<file path="src/hdl/xtd_pkg.sv">
// shared types and constants for the xml text entity decoder
// no dependencies; used by xtd_collect, xtd_resolve and the core

package xtd_pkg;

  // input modes
  localparam logic [1:0] MODE_TEXT   = 2'd0;
  localparam logic [1:0] MODE_END    = 2'd1;
  localparam logic [1:0] MODE_START  = 2'd2;
  localparam logic [1:0] MODE_IGNORE = 2'd3;

  // sticky error codes
  localparam logic [2:0] ERR_NONE    = 3'd0;
  localparam logic [2:0] ERR_UNTERM  = 3'd1;
  localparam logic [2:0] ERR_UNKNOWN = 3'd2;
  localparam logic [2:0] ERR_BADREF  = 3'd3;
  localparam logic [2:0] ERR_TOOLONG = 3'd4;

  // characters with a role in reference parsing
  localparam logic [7:0] CH_AMP  = 8'h26;
  localparam logic [7:0] CH_SEMI = 8'h3B;
  localparam logic [7:0] CH_HASH = 8'h23;

  // code point limits
  localparam logic [20:0] CP_MAX = 21'h10FFFF;

  // status width on the result port
  localparam int STAT_W = 24;
  localparam logic [23:0] MAX_ITEM_RESET = 24'd32767;

  // reference collection state
  typedef struct packed {
    logic        in_entity;
    logic [31:0] name_bytes;
    logic [2:0]  name_count;
    logic        is_numeric;
    logic        is_hex;
    logic        digits_seen;
    logic        bad_ref;
    logic [20:0] code_value;
  } ent_t;

  // resolved reference: byte count 0..4, first byte in the top lane
  typedef struct packed {
    logic [2:0]  count;
    logic [31:0] bytes;
    logic [2:0]  err;
  } res_t;

endpackage

</file>
<file path="src/hdl/xtd_collect.sv">
// next reference state for one body byte of a reference
// depends on xtd_pkg (ent_t, CH_HASH, CP_MAX)

module xtd_collect (
  input  xtd_pkg::ent_t cur,
  input  logic [7:0]    ch,
  output xtd_pkg::ent_t nxt
);

  logic [2:0]  pos;
  logic        is_x;
  logic        dig_ok;
  logic [3:0]  dig_val;
  logic [24:0] prod;
  logic [24:0] acc_val;

  assign pos  = cur.name_count;
  assign is_x = (ch == 8'h78) || (ch == 8'h58);

  // digit value and whether it fits the base
  always_comb begin
    dig_ok  = 1'b0;
    dig_val = 4'd0;
    if (ch >= 8'h30 && ch <= 8'h39) begin
      dig_ok  = 1'b1;
      dig_val = 4'(ch - 8'h30);
    end else if (cur.is_hex && ch >= 8'h61 && ch <= 8'h66) begin
      dig_ok  = 1'b1;
      dig_val = 4'(ch - 8'h57);
    end else if (cur.is_hex && ch >= 8'h41 && ch <= 8'h46) begin
      dig_ok  = 1'b1;
      dig_val = 4'(ch - 8'h37);
    end
  end

  // times 16 is a shift, times 10 is two shifts and an add
  assign prod = cur.is_hex ? {cur.code_value, 4'b0000}
                           : ({1'b0, cur.code_value, 3'b000} + {3'b000, cur.code_value, 1'b0});
  assign acc_val = prod + {21'd0, dig_val};

  always_comb begin
    nxt = cur;
    if (pos != 3'd7) begin
      nxt.name_count = pos + 3'd1;
    end
    priority if (pos == 3'd0 && ch == xtd_pkg::CH_HASH) begin
      nxt.is_numeric = 1'b1;
    end else if (cur.is_numeric) begin
      if (pos == 3'd1 && is_x && !cur.is_hex) begin
        nxt.is_hex = 1'b1;
      end else begin
        nxt.digits_seen = 1'b1;
        if (!cur.bad_ref) begin
          if (!dig_ok || acc_val > {4'd0, xtd_pkg::CP_MAX}) begin
            nxt.bad_ref = 1'b1;
          end else begin
            nxt.code_value = acc_val[20:0];
          end
        end
      end
    end else begin
      nxt.name_bytes = {cur.name_bytes[23:0], ch};
    end
  end

endmodule

</file>
<file path="src/hdl/xtd_resolve.sv">
// resolves a finished reference into up to four utf-8 bytes or an error
// depends on xtd_pkg (ent_t, res_t, error codes)

module xtd_resolve (
  input  xtd_pkg::ent_t ent,
  output xtd_pkg::res_t res
);

  localparam logic [31:0] NAME_AMP  = 32'h00616D70;
  localparam logic [31:0] NAME_LT   = 32'h00006C74;
  localparam logic [31:0] NAME_GT   = 32'h00006774;
  localparam logic [31:0] NAME_QUOT = 32'h71756F74;
  localparam logic [31:0] NAME_APOS = 32'h61706F73;

  logic [20:0] c;
  logic        char_ok;

  assign c = ent.code_value;

  // xml char ranges
  assign char_ok = (c == 21'h09) || (c == 21'h0A) || (c == 21'h0D)
                || (c >= 21'h20 && c <= 21'hD7FF)
                || (c >= 21'hE000 && c <= 21'hFFFD)
                || (c >= 21'h10000 && c <= xtd_pkg::CP_MAX);

  always_comb begin
    res.count = 3'd0;
    res.bytes = 32'd0;
    res.err   = xtd_pkg::ERR_NONE;
    if (ent.is_numeric) begin
      priority if (ent.name_count < 3'd2) begin
        res.err = xtd_pkg::ERR_UNKNOWN;
      end else if (!ent.digits_seen || ent.bad_ref || !char_ok) begin
        res.err = xtd_pkg::ERR_BADREF;
      end else if (c <= 21'h7F) begin
        res.count = 3'd1;
        res.bytes = {1'b0, c[6:0], 24'd0};
      end else if (c <= 21'h7FF) begin
        res.count = 3'd2;
        res.bytes = {3'b110, c[10:6], 2'b10, c[5:0], 16'd0};
      end else if (c <= 21'hFFFF) begin
        res.count = 3'd3;
        res.bytes = {4'b1110, c[15:12], 2'b10, c[11:6], 2'b10, c[5:0], 8'd0};
      end else begin
        res.count = 3'd4;
        res.bytes = {5'b11110, c[20:18], 2'b10, c[17:12], 2'b10, c[11:6], 2'b10, c[5:0]};
      end
    end else begin
      priority if (ent.name_count == 3'd3 && ent.name_bytes == NAME_AMP) begin
        res.count = 3'd1;
        res.bytes = {8'h26, 24'd0};
      end else if (ent.name_count == 3'd2 && ent.name_bytes == NAME_LT) begin
        res.count = 3'd1;
        res.bytes = {8'h3C, 24'd0};
      end else if (ent.name_count == 3'd2 && ent.name_bytes == NAME_GT) begin
        res.count = 3'd1;
        res.bytes = {8'h3E, 24'd0};
      end else if (ent.name_count == 3'd4 && ent.name_bytes == NAME_QUOT) begin
        res.count = 3'd1;
        res.bytes = {8'h22, 24'd0};
      end else if (ent.name_count == 3'd4 && ent.name_bytes == NAME_APOS) begin
        res.count = 3'd1;
        res.bytes = {8'h27, 24'd0};
      end else begin
        res.err = xtd_pkg::ERR_UNKNOWN;
      end
    end
  end

endmodule

</file>
<file path="src/hdl/xml_text_entity_decoder_core.sv">
// xml text entity decoder top level: byte stream in, decoded utf-8 words out
// depends on xtd_pkg, xtd_collect and xtd_resolve
//
// usage:
//   input channel: one word per text byte (in_mode 0), end of text segment
//   (in_mode 1) or start of a new item (in_mode 2); taken when in_valid is
//   high and in_stall is low
//   result channel: every input word gives one to four result words; the
//   final one carries out_last; out_has_byte marks words that hold a byte
//   cfg_wr_en/cfg_wr_data load max_item_bytes; the user writes it only
//   while the block is idle, which the block itself does not enforce
// latency: a result word is on the output the cycle after its input is taken
// throughput: one input word per cycle when each gives a single result and
//   out_stall is low; a word that closes a character reference holds the
//   input while the single output word register drains the encoded bytes
// stall: the output register holds while out_stall is high; a new input is
//   taken in the same cycle the last word of the previous one leaves
// reset: max_item_bytes returns to 32767, lengths, errors and reference
//   state clear, the output register empties

module xml_text_entity_decoder_core #(
  parameter int LENGTH_BITS = 24
) (
  input  logic        clk,
  input  logic        rst_n,
  // configuration
  input  logic        cfg_wr_en,
  input  logic [23:0] cfg_wr_data,
  // input channel
  input  logic        in_valid,
  output logic        in_stall,
  input  logic [7:0]  in_text_byte,
  input  logic [1:0]  in_mode,
  // result channel
  output logic        out_valid,
  input  logic        out_stall,
  output logic [7:0]  out_byte,
  output logic        out_has_byte,
  output logic        out_last,
  output logic [2:0]  out_error,
  output logic [23:0] out_item_length,
  output logic [23:0] out_peak_length
);

  // common width for comparing lengths to the 24-bit limit and port
  localparam int CW = (LENGTH_BITS > xtd_pkg::STAT_W) ? LENGTH_BITS : xtd_pkg::STAT_W;
  localparam logic [LENGTH_BITS-1:0] LEN_CAP = {LENGTH_BITS{1'b1}};

  // architectural state
  logic [23:0]            max_r;
  xtd_pkg::ent_t          ent_r, ent_nxt;
  logic [LENGTH_BITS-1:0] len_r, len_nxt;
  logic [LENGTH_BITS-1:0] peak_r, peak_nxt;
  logic [2:0]             err_r, err_nxt;

  // output word register
  logic        ovld_r, ovld_nxt;
  logic [2:0]  rem_r, rem_nxt;
  logic        has_r, has_nxt;
  logic [31:0] obytes_r, obytes_nxt;

  // step results
  xtd_pkg::ent_t          col_ent;
  xtd_pkg::res_t          res;
  logic [2:0]             n_step;
  logic [31:0]            bytes_step;
  logic [LENGTH_BITS:0]   len_sum;
  logic [LENGTH_BITS-1:0] len_sat;
  logic [CW-1:0]          len_cmp;
  logic [CW-1:0]          max_cmp;
  logic [CW-1:0]          len_ext;
  logic [CW-1:0]          peak_ext;
  logic                   acc;
  logic                   take;

  xtd_collect u_collect (
    .cur (ent_r),
    .ch  (in_text_byte),
    .nxt (col_ent)
  );

  xtd_resolve u_resolve (
    .ent (ent_r),
    .res (res)
  );

  // handshake: free when empty or when the last word leaves now
  assign take     = ovld_r && !out_stall;
  assign in_stall = ovld_r && (out_stall || rem_r != 3'd1);
  assign acc      = in_valid && !in_stall;

  // length bump for the bytes of this step, saturating
  assign len_sum = {1'b0, len_r} + (LENGTH_BITS + 1)'(n_step);
  assign len_sat = len_sum[LENGTH_BITS] ? LEN_CAP : len_sum[LENGTH_BITS-1:0];
  assign len_cmp = CW'(len_sat);
  assign max_cmp = CW'(max_r);

  // one input word worth of decoding
  always_comb begin
    ent_nxt    = ent_r;
    len_nxt    = len_r;
    peak_nxt   = peak_r;
    err_nxt    = err_r;
    n_step     = 3'd0;
    bytes_step = 32'd0;
    if (acc) begin
      unique case (in_mode)
        xtd_pkg::MODE_START: begin
          ent_nxt = '0;
          len_nxt = '0;
          err_nxt = xtd_pkg::ERR_NONE;
        end
        xtd_pkg::MODE_END: begin
          if (err_r == xtd_pkg::ERR_NONE) begin
            if (ent_r.in_entity) begin
              err_nxt = xtd_pkg::ERR_UNTERM;
            end else if (len_r > peak_r) begin
              peak_nxt = len_r;
            end
          end
          ent_nxt = '0;
        end
        xtd_pkg::MODE_TEXT: begin
          // pending error blocks text until the next item start
          if (err_r == xtd_pkg::ERR_NONE) begin
            priority if (!ent_r.in_entity) begin
              if (in_text_byte == xtd_pkg::CH_AMP) begin
                ent_nxt           = '0;
                ent_nxt.in_entity = 1'b1;
              end else begin
                n_step     = 3'd1;
                bytes_step = {in_text_byte, 24'd0};
              end
            end else if (in_text_byte != xtd_pkg::CH_SEMI) begin
              ent_nxt = col_ent;
            end else begin
              n_step     = res.count;
              bytes_step = res.bytes;
              ent_nxt    = '0;
              if (res.err != xtd_pkg::ERR_NONE) begin
                err_nxt = res.err;
              end
            end
            if (n_step != 3'd0) begin
              len_nxt = len_sat;
              if (len_cmp > max_cmp) begin
                err_nxt = xtd_pkg::ERR_TOOLONG;
              end
            end
          end
        end
        default: begin
          // unused mode: status word only
        end
      endcase
    end
  end

  // output register: load on accept, drain one byte per taken word
  always_comb begin
    ovld_nxt   = ovld_r;
    rem_nxt    = rem_r;
    has_nxt    = has_r;
    obytes_nxt = obytes_r;
    if (acc) begin
      ovld_nxt   = 1'b1;
      rem_nxt    = (n_step == 3'd0) ? 3'd1 : n_step;
      has_nxt    = (n_step != 3'd0);
      obytes_nxt = bytes_step;
    end else if (take) begin
      if (rem_r == 3'd1) begin
        ovld_nxt = 1'b0;
      end else begin
        rem_nxt    = rem_r - 3'd1;
        obytes_nxt = {obytes_r[23:0], 8'd0};
      end
    end
  end

  always_ff @(posedge clk) begin
    if (!rst_n) begin
      max_r  <= xtd_pkg::MAX_ITEM_RESET;
      ent_r  <= '0;
      len_r  <= '0;
      peak_r <= '0;
      err_r  <= xtd_pkg::ERR_NONE;
      ovld_r <= 1'b0;
      rem_r  <= 3'd1;
    end else begin
      if (cfg_wr_en) begin
        max_r <= cfg_wr_data;
      end
      ent_r  <= ent_nxt;
      len_r  <= len_nxt;
      peak_r <= peak_nxt;
      err_r  <= err_nxt;
      ovld_r <= ovld_nxt;
      rem_r  <= rem_nxt;
    end
  end

  // payload, no reset
  always_ff @(posedge clk) begin
    has_r    <= has_nxt;
    obytes_r <= obytes_nxt;
  end

  // status follows the state after the step on show; the state only moves
  // when the last word of that step leaves
  assign len_ext  = CW'(len_r);
  assign peak_ext = CW'(peak_r);

  assign out_valid       = ovld_r;
  assign out_byte        = obytes_r[31:24];
  assign out_has_byte    = has_r;
  assign out_last        = (rem_r == 3'd1);
  assign out_error       = err_r;
  assign out_item_length = len_ext[23:0];
  assign out_peak_length = peak_ext[23:0];

endmodule
</file>
<file path="config.mk">
export PLATFORM = sky130hd
export DESIGN_NAME = xml_text_entity_decoder_core
export DESIGN_NICKNAME = d
export VERILOG_FILES = /design/src/hdl/xtd_pkg.sv /design/src/hdl/xtd_collect.sv /design/src/hdl/xtd_resolve.sv /design/src/hdl/xml_text_entity_decoder_core.sv
export SDC_FILE = /design/constraint.sdc
export NUM_CORES = 1
export LEC_CHECK = 0
export BUFFER_PORTS_ARGS = -buffer_cell sky130_fd_sc_hd__buf_4
export CAP_MARGIN = 20
export CORE_MARGIN = 3
export CORE_UTILIZATION = 50
export DETAILED_ROUTE_END_ITERATION = 16
export PLACE_DENSITY_LB_ADDON = 0.1
export SYNTH_ARGS = -nofsm -noshare
export SYNTH_HDL_FRONTEND = slang
export SYNTH_HIERARCHICAL = 1
export SYNTH_SLANG_ARGS = --single-unit
</file>
<file path="constraint.sdc">
create_clock -name clk -period 8.4 [get_ports clk]
set_clock_uncertainty 0.1 [all_clocks]
set_input_delay 2.1 -clock clk [delete_from_list [all_inputs] [get_ports clk]]
set_output_delay 2.1 -clock clk [all_outputs]
set_load 0.1 [all_outputs]
</file>
# After elaboration in Yosys (flattened, before gate mapping)

Index checks and enable logic that the tools add are counted.

Add/sub/neg operators: 8
Muxes and demuxes: 78
Order comparisons: 19
Bitwise operators: 1
Reductions and logical operators: 60
Equal/unequal tests: 37

Operators by type and width:

| operator               | count |
|---|---|
| $mux W32               | 10 |
| $mux W35               | 9 |
| $mux W61               | 4 |
| $pmux W61 S2           | 1 |
| $mux W24               | 5 |
| $mux W3                | 26 |
| $eq A32 B15 Y1 const B | 2 |
| $eq A32 B31 Y1 const B | 2 |
| $eq A21 B4 Y1 const B  | 3 |
| $le A21 B16 Y1 const B | 3 |
| $gt A24 B24 Y1         | 2 |
| $pmux W24 S2           | 1 |
| $mux W38               | 1 |
| $mux W33               | 1 |
| $eq A32 B23 Y1 const B | 1 |
| $add A24 B22 Y25       | 1 |
| $add A24 B3 Y25        | 1 |
| $add A25 B4 Y25        | 1 |
| $gt A25 B21 Y1 const B | 1 |
| $mux W25               | 1 |
| $ne A4 B4 Y1 const B   | 6 |
| $mux W23               | 1 |
| $mux W22               | 1 |
| $ge A21 B16 Y1 const B | 1 |
| other kinds (48)       | 118 |

Register bits: 173
Input port bits: 39
Logic and storage cells: 219

# Longest topological paths before layout

Word-level depth: 26
Mapped depth: 25
Mapped depth without buffers: 22

# Modules after synthesis

The synthesis kept the hierarchy.

Modules (own cells, without submodules):

| module                       | cells each | instances | sequential area each (um2) | area an instance (um2) |
|---|---|---|---|---|
| xml_text_entity_decoder_core | 1007       | 1         | 3793.6                     | 8838.5 |
| xtd_collect                  | 431        | 1         | 0.0                        | 3226.8 |
| xtd_resolve                  | 166        | 1         | 0.0                        | 1041.0 |

# Worst setup path before layout

OpenSTA, ideal clock, no wires.

Path type: input-to-reg
Start point: in in_text_byte[0]
End point: reg ent_r[10] in the netlist's numbering
Data required time: 8168 ps
Stages: 23
Slack: 1475 ps
Arrival time: 6693 ps
Path through: inv_1 ha_1 nor3b_1 a31oi_1 and4_1 nand2_1 o21ai_0 ha_1 a21oi_1 nand2_1 nor3b_1 o21ai_1 or4_1 buf_2 or4_1 buf_2 a2111o_1 a211o_1 nor4b_4 buf_6 mux2_4 nand3_1 a21oi_1

RTL lines:

| item                 | line                                | source |
|---|---|---|
| start, declared      | xml_text_entity_decoder_core.sv:32  | `input logic [7:0] in_text_byte,` |
| end signal, assigned | xml_text_entity_decoder_core.sv:193 | `ent_r <= ent_nxt;` |
| end, declared        | xml_text_entity_decoder_core.sv:51  | `xtd_pkg::ent_t ent_r, ent_nxt;` |

==> run metrics <==
# IOs=102; Final Hold Viols=0; nets=1,764; hold_sp=ent_r[22]$_SDFFE_PN0P_; most frequent cells in the layout=nand2_1 (185), a21oi_1 (142), dfxtp_1 (140), buf_4 (119), nor2_1 (111); num rows=58; Hold Buf Count CTS=0; Mapped Area=0.01311 mm^2; CTS tree=built; GRT Total Usage=26.13%; antenna violations before repair=0; I/O Buffers=101; RD Place Congestion=0.8922; clock slew at reported path FFs=80 ps; core box area=0.02547 mm^2; clock sink total=173; Antenna Nets Post-Route=0; min cycle time layout=7459 ps; # resized after CTS=0; Final Cycle Share=88.80%; Worst setup SP type=input pin; Via density=6.143; Peak VDD IR=0.1262 mV; status=completed; ys async rst share=0%; sequential fraction of the synthesis area=28.95%; finished layout cell area=0.01455 mm^2; Initial Utilization=51.45%; commonest non-fill, non-tap cell in the layout=nand2_1; Worst Setup End Kind=flip-flop; setup repair bufs after CTS=0; final wirelength=37.78 mm; largest net degree at the start of global routing=96; YS warnings=6; Layout area overhead=11.02%; crit path from=in_text_byte[0]; DR pass1 iterations=6; fillcell total=2,410; grt ovf=0; Final Core Density=57.12%; Crit Reg-Reg Startpoint=ent_r[15]$_SDFFE_PN0P_; Chip Height=167.9 um; LEAKAGE=5.892 nW; max_cap viols=0; Worst Max-Slew Pin Slew=1088 ps; Worst-Skew Late Latency=450 ps; RSZ-0062 raised after global routing=no; unique cell type count in the Yosys netlist=104; DR vias=12,180; Syn Inst Count=1,604; Max Transition Viols Final=0; Routed WL per cell=19.05 um; DP Wirelength=26.55 mm; syn_area_per_cell=8.171 um^2; total die area=0.02819 mm^2; Req. time, crit path=8560 ps; Residual DRC=0; die width=167.9 um; worst min path class=flip-flop to flip-flop; Max Fclk=134.1 MHz; Power, Total=1.911 mW; Post-synth EDFFs=33; pwr dens=131.4 mW/mm^2; type of the worst setup path=input pin to flip-flop; CTS Root Buffer Type=clkbuf_16; Rel. slew slack=27.44%; first-pass GRT wire length=60.82 mm; register bit total from synthesis=173; total CTS buffers=17; Main synth FF type=dfxtp_1; diode count=0; drt initial violations=1,038; share of cells above drive strength 1=16.09%; setup_tns=0 ps; CP arrival=7620 ps; critical path peak fanout=11; Longest Clk Path Bufs=2; CTS H-Tree Depth=4; DP Area=0.01393 mm^2; vias in the first global route=11,350; final setup violation count=0
[layout make-up]
| type | instances | area (um^2) | share of cell area [%] |
|---|---|---|---|
| multi-input cells | 1254 | 8552 | 58.78 |
| flip-flops and latches | 173 | 3794 | 26.07 |
| repair buffers | 119 | 893.4 | 6.140 |
| clock buffers | 17 | 425.4 | 2.924 |
| well taps | 330 | 412.9 | 2.838 |
| inverters | 75 | 281.5 | 1.935 |
| clock inverters | 15 | 191.4 | 1.316 |
[registers in the layout, indices dropped and copies added (netlist names)]
signal and count:
ent_r 61, max_cmp 24, obytes_r 32, out_error 3, out_has_byte 1, out_item_length 24
out_peak_length 24, out_valid 1, rem_r 3
[path summary, 6_finish.rpt]
kind / slack, ps / cells past startpoint / to
hold reg to reg: 370 / 2 / ent_r[22]$_SDFFE_PN0P_
hold / removal: 370 / 2 / ent_r[22]$_SDFFE_PN0P_
setup reg to reg: 1440 / 22 / out_error[1]$_SDFFE_PN0P_
setup / recovery: 940 / 22 / ent_r[8]$_SDFFE_PN0P_
[per-layer routing]
metal / vias to the layer above / wire [um] / global-route usage, %
li1: 5989 / - / -
met1: 5777 / 17080 / 34.94
met2: 348 / 18080 / 43.87
met3: 67 / 1622 / 3.170
met4: 0 / 994 / 8.858
met5: - / 0 / 0
[through the flow]
step | worst slack [ps] | hold WS, ps | cells
after detailed placement | 571.8 | 355.8 | 1951
after global placement | 698.8 | 343.3 | 1951
after global routing | 428.5 | 391.5 | 1983
final | 941.1 | 370.0 | 1983
after floorplan | 1475 | 330.7 | 1607
after CTS | 1028 | 366.7 | 1983
[kinds of logic after synthesis]
| group | Yosys count | share of synthesized area, % |
|---|---|---|
| adders and majority gates | 85 | 8.286 |
| other | 1 | 0.02861 |
| muxes | 79 | 7.150 |
| DFF | 173 | 28.95 |
| AOI/OAI and AO/OA | 441 | 23.38 |
| and+or+nand+nor | 609 | 23.69 |
| buffers and inverters | 180 | 6.119 |
| xor gates and xnor gates | 36 | 2.406 |
[cell usage after synthesis (10+ instances only)]
master    count  area [um^2]
mux2_2       36        405.4
nand3_1     101        505.5
a22oi_1      14        105.1
a21oi_1     143        715.7
clkbuf_1     55        206.5
nor4_1       11        68.82
nor3_1       25        125.1
buf_4        15        112.6
a31oi_1      10        62.56
o211ai_1     33        247.7
xor2_1       18        157.7
xnor2_1      18        157.7
nand2_1     185        694.4
inv_1        73        274.0
nand4_1      36        225.2
buf_2        25        125.1
nor2_1      112        420.4
mux2_4       20        300.3
o21ai_0      74        370.4
and3_1       21        131.4
a22o_1       37        324.1
a21o_1       12        90.09
nor2b_1      19        118.9
mux2i_1      22        220.2
edfxtp_1     33        991.0
ha_1         82         1026
and2_1       25        156.4
dfxtp_1     140         2803
nand2b_1     10        62.56
[worst max-delay path: stages]
cell,delay (ps)
buf_4,170
inv_1,60
ha_1,210
nor3b_1,140
a31oi_1,190
and4_1,260
nand2_1,70
o21ai_0,350
ha_1,220
a21oi_1,60
nand2_1,100
nor3b_1,280
o21ai_1,170
or4_1,540
or4_1,650
a2111o_1,380
a211o_1,350
nor4b_4,500
buf_4,340
mux2_4,320
nand3_1,70
a21oi_1,70
[power breakdown]
part	total, mW	switching (mW)	leakage (nW)	internal, mW
combinational	0.196	0.142	4.12	0.0539
clock	0.835	0.425	0.299	0.410
sequential	0.880	0.00815	1.47	0.872
total	1.91	0.575	5.89	1.34
Power figures use the tool's default switching activity.
